==> config.mk <==
export PLATFORM = sky130hd
export DESIGN_NAME = cwnms_ctrl
export DESIGN_NICKNAME = d
export VERILOG_FILES = /design/src/sv/cwnms_pkg.sv /design/src/sv/cwnms_ctrl.sv
export SDC_FILE = /design/constraint.sdc
export NUM_CORES = 1
export LEC_CHECK = 0
export BUFFER_PORTS_ARGS = -buffer_cell sky130_fd_sc_hd__buf_2
export CAP_MARGIN = 30
export CORE_ASPECT_RATIO = 0.8
export CORE_UTILIZATION = 40
export DETAILED_ROUTE_END_ITERATION = 8
export PLACE_DENSITY_LB_ADDON = 0.05
export SYNTH_ARGS = -nofsm -noshare
export SYNTH_HDL_FRONTEND = slang
export SYNTH_SLANG_ARGS = --single-unit
==> constraint.sdc <==
create_clock -name clk -period 3.2 [get_ports clk]
set_input_delay 0.32 -clock clk [delete_from_list [all_inputs] [get_ports clk]]
set_output_delay 0.32 -clock clk [all_outputs]
set_load 0.05 [all_outputs]
==> src/sv/cwnms_pkg.sv <==
// Shared types and constants for the class-wise box NMS unit.
package cwnms_pkg;

	localparam int MaxBoxesDef = 64;
	localparam logic [16:0] OneQ16 = 17'h10000;

	// One stored detection
	typedef struct packed {
		logic [16:0] score;
		logic [7:0]  cls;
		logic [15:0] height;
		logic [15:0] width;
		logic [15:0] top;
		logic [15:0] left;
		logic [16:0] limit;
		logic [5:0]  arrival;
	} rec_t;

	localparam int RecW = $bits(rec_t);

	typedef enum logic [3:0] {
		ST_IDLE, ST_DECIDE, ST_INS_CMP, ST_INS_PUT, ST_POST,
		ST_SEL_RDI, ST_SEL_LDI, ST_SEL_J, ST_SEL_CHK, ST_SEL_IOU,
		ST_EM_RD, ST_EM_CHK, ST_EM_END
	} state_t;

	// Controller to datapath
	typedef struct packed {
		logic        capture;
		logic        re;
		logic [5:0]  raddr;
		logic        we;
		logic [5:0]  waddr;
		logic        wsel_new;
		logic        load_i;
		logic        iou_go;
		logic        pend_load;
		logic        fire;
		logic        fire_last;
		logic        fire_empty;
		logic        overflow;
		logic [5:0]  arrival;
	} ctrl_cmd_t;

	// Datapath to controller
	typedef struct packed {
		logic pass_conf;
		logic item_last;
		logic rd_score_lt;
		logic class_eq;
		logic lim_dis;
		logic iou_hit;
	} dp_stat_t;

endpackage

==> src/sv/cwnms_ctrl.sv <==
// Controller: load, insertion, suppression and emit sequencing.
module cwnms_ctrl
	import cwnms_pkg::*;
#(
	parameter int MAX_BOXES = MaxBoxesDef
) (
	input  logic      clk,
	input  logic      arst_n,
	input  logic      start,
	output logic      busy,
	input  dp_stat_t  stat,
	output ctrl_cmd_t cmd
);
	localparam int AW = $clog2(MAX_BOXES);
	localparam int CW = $clog2(MAX_BOXES + 1);

	state_t               state_q, state_d;
	logic [CW-1:0]        cnt_q;
	logic [6:0]           arr_q;
	logic [5:0]           arr_item_q;
	logic                 ovf_q, pend_v_q;
	logic [MAX_BOXES-1:0] kept_q;
	logic [AW-1:0]        i_q, j_q, cnt_m1, i_p1;
	logic [2:0]           step_q;
	logic                 i_last, j_last, full, iou_end;
	logic                 adv_j, sup, i_adv, keep_ldi;

	// Loop bookkeeping
	always_comb begin
		cnt_m1   = AW'(cnt_q - CW'(1));
		i_p1     = AW'(i_q + AW'(1));
		i_last   = (CW'(i_q) + CW'(1)) == cnt_q;
		j_last   = AW'(j_q + AW'(1)) == i_q;
		full     = cnt_q >= CW'(MAX_BOXES);
		iou_end  = (state_q == ST_SEL_IOU) && (step_q == 3'd4);
		keep_ldi = (state_q == ST_SEL_LDI) && ((i_q == '0) || stat.lim_dis);
		adv_j    = ((state_q == ST_SEL_J) && !kept_q[j_q]) ||
		           ((state_q == ST_SEL_CHK) && !stat.class_eq) ||
		           (iou_end && !stat.iou_hit);
		sup      = iou_end && stat.iou_hit;
		i_adv    = keep_ldi || (adv_j && j_last) || sup;
	end

	// Next state
	always_comb begin
		state_d = state_q;
		unique case (state_q)
			ST_IDLE:    if (start) state_d = ST_DECIDE;
			ST_DECIDE: begin
				if (stat.pass_conf && !full && (cnt_q != '0)) state_d = ST_INS_CMP;
				else state_d = ST_POST;
			end
			ST_INS_CMP: begin
				if (!stat.rd_score_lt) state_d = ST_POST;
				else if (i_q == '0) state_d = ST_INS_PUT;
			end
			ST_INS_PUT: state_d = ST_POST;
			ST_POST: begin
				if (!stat.item_last) state_d = ST_IDLE;
				else if (cnt_q == '0) state_d = ST_EM_END;
				else state_d = ST_SEL_RDI;
			end
			ST_SEL_RDI: state_d = ST_SEL_LDI;
			ST_SEL_LDI, ST_SEL_J, ST_SEL_CHK, ST_SEL_IOU: begin
				if (i_adv) state_d = i_last ? ST_EM_RD : ST_SEL_RDI;
				else if (adv_j) state_d = ST_SEL_J;
				else if (state_q == ST_SEL_LDI) state_d = ST_SEL_J;
				else if (state_q == ST_SEL_J) state_d = ST_SEL_CHK;
				else if (state_q == ST_SEL_CHK) state_d = ST_SEL_IOU;
			end
			ST_EM_RD:   state_d = ST_EM_CHK;
			ST_EM_CHK:  state_d = i_last ? ST_EM_END : ST_EM_RD;
			ST_EM_END:  state_d = ST_IDLE;
			default:    state_d = ST_IDLE;
		endcase
	end

	// Commands
	always_comb begin
		cmd          = '0;
		cmd.overflow = ovf_q;
		cmd.arrival  = arr_item_q;
		unique case (state_q)
			ST_IDLE: cmd.capture = start;
			ST_DECIDE: begin
				if (stat.pass_conf && !full) begin
					if (cnt_q != '0) begin
						cmd.re    = 1'b1;
						cmd.raddr = 6'(cnt_m1);
					end else begin
						cmd.we       = 1'b1;
						cmd.wsel_new = 1'b1;
					end
				end
			end
			ST_INS_CMP: begin
				cmd.we    = 1'b1;
				cmd.waddr = 6'(i_p1);
				if (stat.rd_score_lt) begin
					cmd.re    = (i_q != '0);
					cmd.raddr = 6'(AW'(i_q - AW'(1)));
				end else begin
					cmd.wsel_new = 1'b1;
				end
			end
			ST_INS_PUT: begin
				cmd.we       = 1'b1;
				cmd.wsel_new = 1'b1;
			end
			ST_SEL_RDI, ST_EM_RD: begin
				cmd.re    = 1'b1;
				cmd.raddr = 6'(i_q);
			end
			ST_SEL_LDI: cmd.load_i = 1'b1;
			ST_SEL_J: begin
				cmd.re    = kept_q[j_q];
				cmd.raddr = 6'(j_q);
			end
			ST_SEL_CHK: cmd.iou_go = stat.class_eq;
			ST_EM_CHK: begin
				cmd.pend_load = kept_q[i_q];
				cmd.fire      = kept_q[i_q] && pend_v_q;
			end
			ST_EM_END: begin
				cmd.fire       = 1'b1;
				cmd.fire_last  = 1'b1;
				cmd.fire_empty = !pend_v_q;
			end
			default: ;
		endcase
	end

	assign busy = (state_q != ST_IDLE);

	// Counters, flags and set state
	always_ff @(posedge clk or negedge arst_n) begin
		if (!arst_n) begin
			state_q    <= ST_IDLE;
			cnt_q      <= '0;
			arr_q      <= '0;
			arr_item_q <= '0;
			ovf_q      <= 1'b0;
			pend_v_q   <= 1'b0;
			kept_q     <= '0;
			i_q        <= '0;
			j_q        <= '0;
			step_q     <= '0;
		end else begin
			state_q <= state_d;
			if (state_q == ST_IDLE && start) begin
				arr_item_q <= arr_q[5:0];
				arr_q      <= arr_q + 7'd1;
			end
			if (state_q == ST_DECIDE && stat.pass_conf) begin
				if (full) ovf_q <= 1'b1;
				else if (cnt_q == '0) cnt_q <= cnt_q + CW'(1);
				else i_q <= cnt_m1;
			end
			if (state_q == ST_INS_CMP) begin
				if (!stat.rd_score_lt) cnt_q <= cnt_q + CW'(1);
				else if (i_q != '0) i_q <= AW'(i_q - AW'(1));
			end
			if (state_q == ST_INS_PUT) cnt_q <= cnt_q + CW'(1);
			if (state_q == ST_POST) i_q <= '0;
			if (state_q == ST_SEL_LDI) j_q <= '0;
			if (state_q == ST_SEL_CHK) step_q <= '0;
			if (state_q == ST_SEL_IOU) step_q <= step_q + 3'd1;
			if (adv_j && !j_last) j_q <= AW'(j_q + AW'(1));
			if (keep_ldi || (adv_j && j_last)) kept_q[i_q] <= 1'b1;
			if (sup) kept_q[i_q] <= 1'b0;
			if (i_adv) i_q <= i_last ? '0 : i_p1;
			if (state_q == ST_EM_CHK) begin
				if (kept_q[i_q]) pend_v_q <= 1'b1;
				if (!i_last) i_q <= i_p1;
			end
			if (state_q == ST_EM_END) begin
				kept_q   <= '0;
				cnt_q    <= '0;
				arr_q    <= '0;
				ovf_q    <= 1'b0;
				pend_v_q <= 1'b0;
				i_q      <= '0;
			end
		end
	end
endmodule

== After elaboration in Yosys (flattened, before gate mapping) ==
Index checks and enable logic that the tools add are counted.

* Register bits: 105
* Logic and storage cells: 157

* Add/sub/neg operators: 8
* Magnitude comparators: 4
* Eq/ne operators: 18
* Muxes and demuxes: 70
* Bitwise operators: 3
* Reduce and logical (&&, ||, !) cells: 44

{| class="wikitable"
|+ Operators by type and width
! kind !! count
|-
| $mux 64 || 3
|-
| $mux 6 || 15
|-
| $mux 7 || 11
|-
| $and 64x64->64 || 1
|-
| $not 64->64 || 1
|-
| $or 64x64->64 || 1
|-
| $mux 4 || 11
|-
| $pmux 4 s9 || 1
|-
| $pmux 7 s4 || 1
|-
| $eq 4x4->1 const B || 5
|-
| $eq 4x3->1 const B || 4
|-
| $mux 1 || 16
|-
| $add 7x1->7 const B || 2
|-
| $logic_and 1x1->1 || 14
|-
| $lt 6x7->1 const B || 2
|-
| $reduce_bool 2->1 || 7
|-
| $add 6x1->6 const B || 2
|-
| $bmux 1 s6 || 2
|-
| $mux 3 || 4
|-
| $sub 6x1->6 const B || 2
|-
| $eq 4x2->1 const B || 2
|-
| $mux 8 || 1
|-
| $add 6x1->7 const B || 1
|-
| $eq 7x7->1 || 1
|-
| 25 further kinds || 37
|}

== Logic depth before layout (Yosys ltp) ==
Gate-level depths: netlist (run 1).

* Depth in word-level cells: 13
* Mapped depth: 12
* Gate-level depth less buffers: 9

== Worst setup path before layout (run 1) ==
Ideal clock, no wire load.

* Path kind: register to output
* Start: register i_q[0]
* End: output cmd[26] in the netlist's numbering
* Data arrival time: 3.299 ns
* Required time: 2.880 ns
* Path slack: -0.419 ns
* Stages on the path, launching flop included: 6
* Path buffers: 2
* Path through: dfrtp_1 > clkbuf_1 > clkbuf_1 > nor3_1 > nand3_1 > o311ai_0

{| class="wikitable"
|+ RTL lines
! element !! line !! text
|-
| start, declared || cwnms_ctrl.sv:23 || <nowiki>logic [AW-1:0] i_q, j_q, cnt_m1, i_p1;</nowiki>
|-
| start signal, assigned || cwnms_ctrl.sv:157 || <nowiki>else i_q <= cnt_m1;</nowiki>
|-
| start signal, assigned || cwnms_ctrl.sv:161 || <nowiki>else if (i_q != '0) i_q <= AW'(i_q - AW'(1));</nowiki>
|-
| start signal, assigned || cwnms_ctrl.sv:171 || <nowiki>if (i_adv) i_q <= i_last ? '0 : i_p1;</nowiki>
|-
| end, declared || cwnms_ctrl.sv:12 || <nowiki>output ctrl_cmd_t cmd</nowiki>
|}

==> results of run 1 <==
==> sequential cells by signal (all words and copies together) (netlist names) <==
signal	cells
kept_q	64
cnt_q	7
arr_item_q	6
arr_q	6
i_q	6
j_q	6
state_q	4
step_q	3
ovf_q	1
pend_v_q	1
==> worst max-delay path: cells and delay by family (launching register included) <==
kind / cells / cell delay [ns]
AND/OR/NAND/NOR: 5 / 1.27
multiplexers: 1 / 0.51
flip-flops: 1 / 0.44
buffers and inverters: 1 / 0.17
AO/OA/AOI/OAI: 1 / 0.15
==> final timing paths <==
check                                      to  cells after the start
worst max-delay path                  cmd[27]                      8
worst min-delay path                    ovf_q                      3
worst max register to register     state_q[1]                     10
worst min register to register  arr_item_q[5]                      2
max in group asynchronous              i_q[0]                      3
min in group asynchronous           step_q[2]                      2
==> what timing repair did <==
| item | in CTS | in global routing |
|---|---|---|
| endpoints found under the setup margin | 3 | 4 |
| setup buffers | 1 | 3 |
| resized for setup | 20 | 6 |
| hold buffers | 1 | 0 |
| pin swaps | 6 | 2 |
| endpoints found under the hold margin | 3 | 0 |
==> final cells by class <==
cell class                      instances  area (µm²)
Sequential cell                       104        2610
Multi-Input combinational cell        680        4570
Clock inverter                          6        53.8
Tap cell                              258         323
Inverter                               21        78.8
Clock buffer                           10         229
Fill cell                            1944       10200
Timing Repair Buffer                  121         935
==> per-stage QoR <==
stage	area (µm²)	total power [W]	util, %
floorplan	7810	0.00461	-
global placement	8390	0.00595	44.1
detailed placement	8390	0.00599	44.1
CTS	8750	0.00722	46.0
global route	8800	0.00771	46.2
finish	8800	0.00733	46.2
==> metal layers <==
metal  up-vias  wire length (µm)
met1      3864             13400
met5         -                 0
met4         0               386
li1       3451                 -
met2       327             11800
met3        30              2070
==> cells in the final DEF (no fill, tap or decap), types with 11 or more instances in the layout <==
cell     count
nand3_1    107
dfrtp_1    100
buf_4       72
nand2_1     63
nor2_1      60
o21ai_0     59
nand4_1     55
buf_2       34
a21oi_1     29
mux2i_1     25
inv_1       18
xnor2_1     15
a31oi_1     15
a22oi_1     13
xor2_1      12
mux2_2      12
nor3_1      11
o21ai_2     11
==> synthesized netlist by cell type (4+ instances only) <==
master,count,area (µm²)
buf_6,4,45.0
o2111ai_1,4,35.0
inv_1,19,71.3
nand2b_1,7,43.8
a221o_1,4,40.0
nor3_1,15,75.1
nand4b_1,4,35.0
and3_1,10,62.6
a31oi_1,15,93.8
o311ai_0,12,105
a41oi_1,4,35.0
buf_2,7,35.0
mux2i_1,27,270
a22o_1,10,87.6
mux4_2,10,225
xor2_1,12,105
dfrtp_1,104,2600
buf_1,6,22.5
clkbuf_1,45,169
nand3_1,109,546
o21ai_0,60,300
nor2b_1,10,62.6
ha_1,10,125
o211ai_1,6,45.0
a32o_1,6,60.1
or2_2,4,25.0
nand4_1,55,344
and3b_1,4,35.0
xnor2_1,15,131
o22ai_1,8,50.1
nand2_1,63,236
and2_1,4,25.0
mux2_2,12,135
a22oi_1,13,97.6
nor2_1,62,233
a21oi_1,29,145
o21ai_2,10,87.6
nor4_1,4,25.0
clkbuf_8,20,275
o221ai_1,5,43.8
==> power by group through the flow <==
stage	Sequential [W]	Combinational (W)	Clock, W
3_3_place_gp	0.00198	0.00397	0
5_1_grt	0.00202	0.00450	0.00119
3_5_place_dp	0.00198	0.00400	0
2_1_floorplan	0.00177	0.00284	0
4_1_cts	0.00197	0.00410	0.00116
6_report	0.00197	0.00423	0.00113
==> cell families after synthesis <==
logic type / synth area share, %
AND/OR/NAND/NOR: 23.8
AO/OA/AOI/OAI: 20.6
buffers and inverters: 9.36
flip-flops: 33.3
multiplexers: 8.07
XOR/XNOR: 3.32
adder cells (fa/ha/maj): 1.60
==> results_tabular.tex, run 1 <==
\begin{tabular}{lr}
\hline
Metric & Value \\
\hline
\multicolumn{2}{l}{\textbf{Clocking}} \\
\quad Clock-pin slew of the registers on the worst-case setup and hold paths & 0.08 ns \\
\quad Total CTS buffers & 9 \\
\quad CTS HTree Levels & 3 \\
\quad Maximum number of buffers from clock root to sink & 2 \\
\quad TritonCTS clock tree & yes \\
\quad CTS sink count & 104 \\
\quad Clock Latency Late Sink & 0.37 ns \\
\quad Root Buffer & clkbuf\_16 \\
\multicolumn{2}{l}{\textbf{Drt}} \\
\quad Routed wire length & 27.6 mm \\
\quad WL/cell & 23.0 µm \\
\quad DRC & 0 \\
\quad Remaining antenna violation count & 0 \\
\quad Drt pass-1 iters & 5 \\
\quad Number of violations reported at the end of detailed-routing iteration 0 & 839 \\
\quad Vias after detailed routing & 7672 \\
\quad Per-cell via count in the routed design & 6.39 \\
\multicolumn{2}{l}{\textbf{Critical path}} \\
\quad Most numerous cell on the critical path & or4\_4 \\
\quad Cells traversed along the worst timing path & mux4\_2 > nor2b\_1 > or4\_4 > a31oi\_1 > or2\_4 > nor2\_2 > or4\_4 > buf\_8 \\
\quad Worst setup startpoint & j\_q[0] \\
\quad Kind of start point of the critical path & flip-flop \\
\quad Critical-path maximum fanout & 6 \\
\quad Beginning of the worst register-to-register path & i\_q[0] \\
\quad CP required & 2.88 ns \\
\quad Flop-to-flop setup slack & 0.19 ns \\
\quad Largest stage delay on the critical path & 0.51 ns \\
\quad Data arrival time of the worst path & 2.91 ns \\
\quad Crit-path slowest cell & mux4\_2 \\
\quad Type of element capturing the critical path & output pin \\
\quad Type of the worst setup path & reg -> out \\
\multicolumn{2}{l}{\textbf{Logic synthesis}} \\
\quad Average size of a mapped cell & 8.70 µm² \\
\quad Share of flip-flops with an asynchronous set or reset after synthesis & 100\% \\
\quad Instance count of the mapped netlist & 898 \\
\quad Portion of the post-synthesis area used by sequential elements & 33.3\% \\
\quad Main flop type after synthesis & dfrtp\_1 \\
\quad Count of flip-flops with a built-in enable after synthesis & 0 \\
\quad Number of warnings reported in the yosys synthesis log & 0 \\
\quad Synthesized area & 0.00781 mm² \\
\quad Count of different cell masters after synthesis & 80 \\
\quad Synthesized net count & 917 \\
\quad Number of flip-flops and latches in the synthesized netlist & 104 \\
\multicolumn{2}{l}{\textbf{Pwr}} \\
\quad Clk pwr share & 15.4\% \\
\quad Leakage power & 3.54 nW \\
\quad Net switching power figure & 0.00367 W \\
\quad Combinational share of power & 57.7\% \\
\quad Sequential share of power & 26.9\% \\
\quad Switching Share & 50.1\% \\
\quad Cell area power density & 833 mW/mm² \\
\quad Maximum VDD drop & 0.478 mV \\
\quad Pint & 0.00366 W \\
\multicolumn{2}{l}{\textbf{Place}} \\
\quad Total half-perimeter wirelength after legalization and detailed placement & 19.4 mm \\
\quad Buffers on Ports & 38 \\
\quad Final weighted congestion of routability-driven global placement & 0.940 \\
\quad Worst-case setup slack after placement & 0.0698 ns \\
\quad Post-placement cell count & 1179 \\
\multicolumn{2}{l}{\textbf{STA}} \\
\quad Measured slew at the worst slew-check pin & 0.976 ns \\
\quad Final worst-path cycle share & 101\% \\
\quad Total negative setup slack & -0.0481 ns \\
\quad Maximum achievable frequency & 0.310 GHz \\
\quad Fin. max-slew vios & 0 \\
\quad Final critical path time including I/O delays and setup & 3.23 ns \\
\quad Largest clock skew in the final design & 0.00978 ns \\
\quad Setup violations, final & 2 \\
\quad Final setup margin & -0.0282 ns \\
\quad Setup repair after global routing missed its margin & true \\
\quad Count of endpoints failing hold in the final timing report & 0 \\
\quad Worst slew margin & 34.7\% \\
\quad Hold Worst Slack & 0.273 ns \\
\multicolumn{2}{l}{\textbf{Die}} \\
\quad Core Area & 0.0190 mm² \\
\quad Vertical die dimension & 127 µm \\
\quad Area enclosed by the die boundary & 0.0201 mm² \\
\quad Width of the die & 158 µm \\
\quad Starting Density & 41.0\% \\
\quad Top Ports & 39 \\
\quad Core Rows & 45 \\
\multicolumn{2}{l}{\textbf{Job}} \\
\quad Number of max-cap violations & 0 \\
\multicolumn{2}{l}{\textbf{Min path}} \\
\quad Hold Startpoint & stat[5] \\
\quad Type of the most critical hold path & in -> reg \\
\multicolumn{2}{l}{\textbf{Global routing}} \\
\quad Number of global-route vias before repair & 7156 \\
\quad Pin count of the biggest net entering global routing & 102 \\
\quad Overflow left after global routing & 0 \\
\quad Grt peak-use layer & met1 \\
\quad GRT Util Overall & 28.5\% \\
\quad Met3 usage & 6.41\% \\
\quad Global routing usage on met2 & 39.9\% \\
\quad Initial antenna violation count & 0 \\
\quad First-pass GRT wire length & 43.4 mm \\
\quad Met1 demand-to-capacity share in global routing & 43.4\% \\
\multicolumn{2}{l}{\textbf{Layout}} \\
\quad Count of nets after finishing & 956 \\
\quad Fraction of final layout cells with drive strength greater than 1 & 21.7\% \\
\quad P\&R area growth vs syn & 12.6\% \\
\quad Post-Layout Cell Count & 1200 \\
\quad Antenna cells & 0 \\
\multicolumn{2}{l}{\textbf{Outcome}} \\
\quad Result of the run & complete, but fails checks \\
\quad Violated checks & setup timing \\
\hline
\end{tabular}
(Power assumes the default switching activity.)
==> run 2, diff against run 1 <==
--- a/config.mk
+++ b/config.mk
@@ -6,11 +6,11 @@
 export NUM_CORES = 1
 export LEC_CHECK = 0
 export BUFFER_PORTS_ARGS = -buffer_cell sky130_fd_sc_hd__buf_2
-export CAP_MARGIN = 30
 export CORE_ASPECT_RATIO = 0.8
 export CORE_UTILIZATION = 40
 export DETAILED_ROUTE_END_ITERATION = 8
 export PLACE_DENSITY_LB_ADDON = 0.05
+export SKIP_LAST_GASP = 1
 export SYNTH_ARGS = -nofsm -noshare
 export SYNTH_HDL_FRONTEND = slang
 export SYNTH_SLANG_ARGS = --single-unit
==> results_tabular.tex, run 2 (synthesized netlist as in run 1, its figures left out) <==
\begin{tabular}{lr}
\hline
Metric & Value \\
\hline
\multicolumn{2}{l}{\textbf{Outcome}} \\
\quad Result of the run & complete, but fails checks \\
\quad Violated checks & setup timing \\
\multicolumn{2}{l}{\textbf{Layout}} \\
\quad \# fillers & 1944 \\
\quad Register name with the most flops & kept\_q \\
\quad Antenna cells & 0 \\
\quad Top library cells by usage in the layout, fill and taps aside & nand3\_1, dfrtp\_1, buf\_4, nand2\_1, nor2\_1 \\
\quad Count of nets after finishing & 956 \\
\quad P\&R area growth vs syn & 12.6\% \\
\quad Registers with the most flip-flops & kept\_q (64), cnt\_q (7) \\
\quad Leading cell type in the layout, fill and taps excluded & nand3\_1 \\
\quad Flip-flop count of the largest register, all copies and words added & 64 \\
\quad Post-Layout Cell Count & 1200 \\
\quad Final Util & 46.2\% \\
\quad Fraction of final layout cells with drive strength greater than 1 & 21.5\% \\
\multicolumn{2}{l}{\textbf{Clocking}} \\
\quad Total CTS buffers & 9 \\
\quad Maximum number of buffers from clock root to sink & 2 \\
\quad Clock-pin slew of the registers on the worst-case setup and hold paths & 0.08 ns \\
\quad Clock Latency Late Sink & 0.37 ns \\
\quad TritonCTS clock tree & yes \\
\quad CTS HTree Levels & 3 \\
\quad CTS sink count & 104 \\
\quad Root Buffer & clkbuf\_16 \\
\multicolumn{2}{l}{\textbf{Critical path}} \\
\quad Kind of start point of the critical path & flip-flop \\
\quad Data arrival time of the worst path & 2.91 ns \\
\quad Dominant delay contributor by cell family on the critical path & simple AND/OR/NAND/NOR gates \\
\quad Type of the worst setup path & reg -> out \\
\quad Type of element capturing the critical path & output pin \\
\quad Cells traversed along the worst timing path & mux4\_2 > nor2b\_1 > or4\_4 > a31oi\_1 > or2\_4 > nor2\_2 > or4\_4 > buf\_8 \\
\quad Crit path buf inv count & 1 \\
\quad Critical-path maximum fanout & 6 \\
\quad Largest stage delay on the critical path & 0.51 ns \\
\quad CP required & 2.88 ns \\
\quad Crit-path slowest cell & mux4\_2 \\
\quad Most numerous cell on the critical path & or4\_4 \\
\multicolumn{2}{l}{\textbf{Drt}} \\
\quad Per-cell via count in the routed design & 6.39 \\
\quad WL/cell & 23.0 µm \\
\quad Number of violations reported at the end of detailed-routing iteration 0 & 839 \\
\quad Routed wire length & 27.6 mm \\
\quad DRC & 0 \\
\quad Drt pass-1 iters & 5 \\
\quad Vias after detailed routing & 7672 \\
\quad Remaining antenna violation count & 0 \\
\multicolumn{2}{l}{\textbf{Place}} \\
\quad Post-placement cell count & 1179 \\
\quad Total half-perimeter wirelength after legalization and detailed placement & 19.4 mm \\
\quad Buffers on Ports & 38 \\
\quad Final weighted congestion of routability-driven global placement & 0.940 \\
\multicolumn{2}{l}{\textbf{Pwr}} \\
\quad Net switching power figure & 0.00367 W \\
\quad Switching Share & 50.1\% \\
\quad Sequential share of power & 26.9\% \\
\quad Clk pwr share & 15.4\% \\
\quad Total power draw & 0.00733 W \\
\quad Cell area power density & 833 mW/mm² \\
\quad Leakage power & 3.55 nW \\
\quad Pint & 0.00366 W \\
\quad Maximum VDD drop & 0.478 mV \\
\quad Combinational share of power & 57.7\% \\
\multicolumn{2}{l}{\textbf{Die}} \\
\quad Core Rows & 45 \\
\quad Width of the die & 158 µm \\
\quad Vertical die dimension & 127 µm \\
\quad Starting Density & 41.0\% \\
\quad Core Area & 0.0190 mm² \\
\quad Top Ports & 39 \\
\quad Area enclosed by the die boundary & 0.0201 mm² \\
\multicolumn{2}{l}{\textbf{Global routing}} \\
\quad GRT Util Overall & 28.5\% \\
\quad Initial antenna violation count & 0 \\
\quad Pin count of the biggest net entering global routing & 102 \\
\quad Overflow left after global routing & 0 \\
\quad Number of global-route vias before repair & 7156 \\
\quad First-pass GRT wire length & 43.4 mm \\
\multicolumn{2}{l}{\textbf{STA}} \\
\quad Total negative setup slack & -0.0435 ns \\
\quad Hold Worst Slack & 0.273 ns \\
\quad Fin. max-slew vios & 0 \\
\quad Setup repair after global routing missed its margin & true \\
\quad Worst slew margin & 34.7\% \\
\quad Maximum achievable frequency & 0.310 GHz \\
\quad Setup violations, final & 2 \\
\quad Final critical path time including I/O delays and setup & 3.23 ns \\
\quad Final setup margin & -0.0282 ns \\
\quad Final worst-path cycle share & 101\% \\
\quad Measured slew at the worst slew-check pin & 0.976 ns \\
\quad Largest clock skew in the final design & 0.00978 ns \\
\quad Count of endpoints failing hold in the final timing report & 0 \\
\multicolumn{2}{l}{\textbf{Job}} \\
\quad Number of max-cap violations & 0 \\
\multicolumn{2}{l}{\textbf{Min path}} \\
\quad Type of the most critical hold path & in -> reg \\
\hline
\end{tabular}
-- run 2: path summary, 6_finish.rpt --
| check | start | to | slack (ns) | depth (start not counted) |
|---|---|---|---|---|
| worst max-delay path | j_q[0] | cmd[27] | -0.03 | 8 |
| worst min-delay path | stat[5] | ovf_q | 0.27 | 3 |
| worst max register to register | i_q[0] | state_q[1] | 0.19 | 10 |
| worst min register to register | arr_item_q[5] | arr_item_q[5] | 0.48 | 2 |
| max in group asynchronous | arst_n | i_q[0] | 2.04 | 3 |
| min in group asynchronous | arst_n | step_q[2] | 0.29 | 2 |
-- run 2: worst min-delay path: cells and delay by family --
family,cells,cell delay [ns]
compound gates,1,0.09
simple gates,1,0.08
buf+inv,1,0.11
-- run 2: power by group through the flow --
stage | Sequential [W] | Combinational, W | Clock (W)
global placement | 0.00198 | 0.00397 | 0
CTS | 0.00197 | 0.00410 | 0.00116
floorplan | 0.00177 | 0.00284 | 0
finish | 0.00197 | 0.00423 | 0.00113
global route | 0.00202 | 0.00450 | 0.00119
detailed placement | 0.00198 | 0.00400 | 0
-- run 2: layer usage --
metal / share of wire (%) / vias to the layer above / routed length [µm] / GRT usage (%)
li1: - / 3451 / - / -
met1: 48 / 3864 / 13400 / 43.4
met2: 43 / 327 / 11800 / 39.9
met3: 7.5 / 30 / 2070 / 6.41
met4: 1.4 / 0 / 386 / 7.58
met5: 0 / - / 0 / 0
-- run 2: stage by stage --
step	worst slack (ns)	instance area, µm²
after floorplan	0.174	7810
after global placement	0.0195	8390
after detailed placement	0.0698	8390
after CTS	-0.0449	8750
after global routing	-0.121	8800
final	-0.0282	8800
-- run 2: area by class of cell --
class	instances	area (µm²)	share of cell area, %
clock buffer	10	229	2.60
clock inverter	6	53.8	0.612
inverter	21	78.8	0.896
multi-input combinational	680	4570	52.0
sequential	104	2610	29.6
tap	258	323	3.67
timing repair buffer	121	935	10.6
-- run 2: timing repair --
| item | CTS | global route |
|---|---|---|
| hold buffers | 1 | 0 |
| pin swaps | 6 | 2 |
| endpoints found under the setup margin | 3 | 4 |
| resized for setup | 20 | 5 |
| endpoints found under the hold margin | 3 | 0 |
| buffers inserted | 1 | 3 |
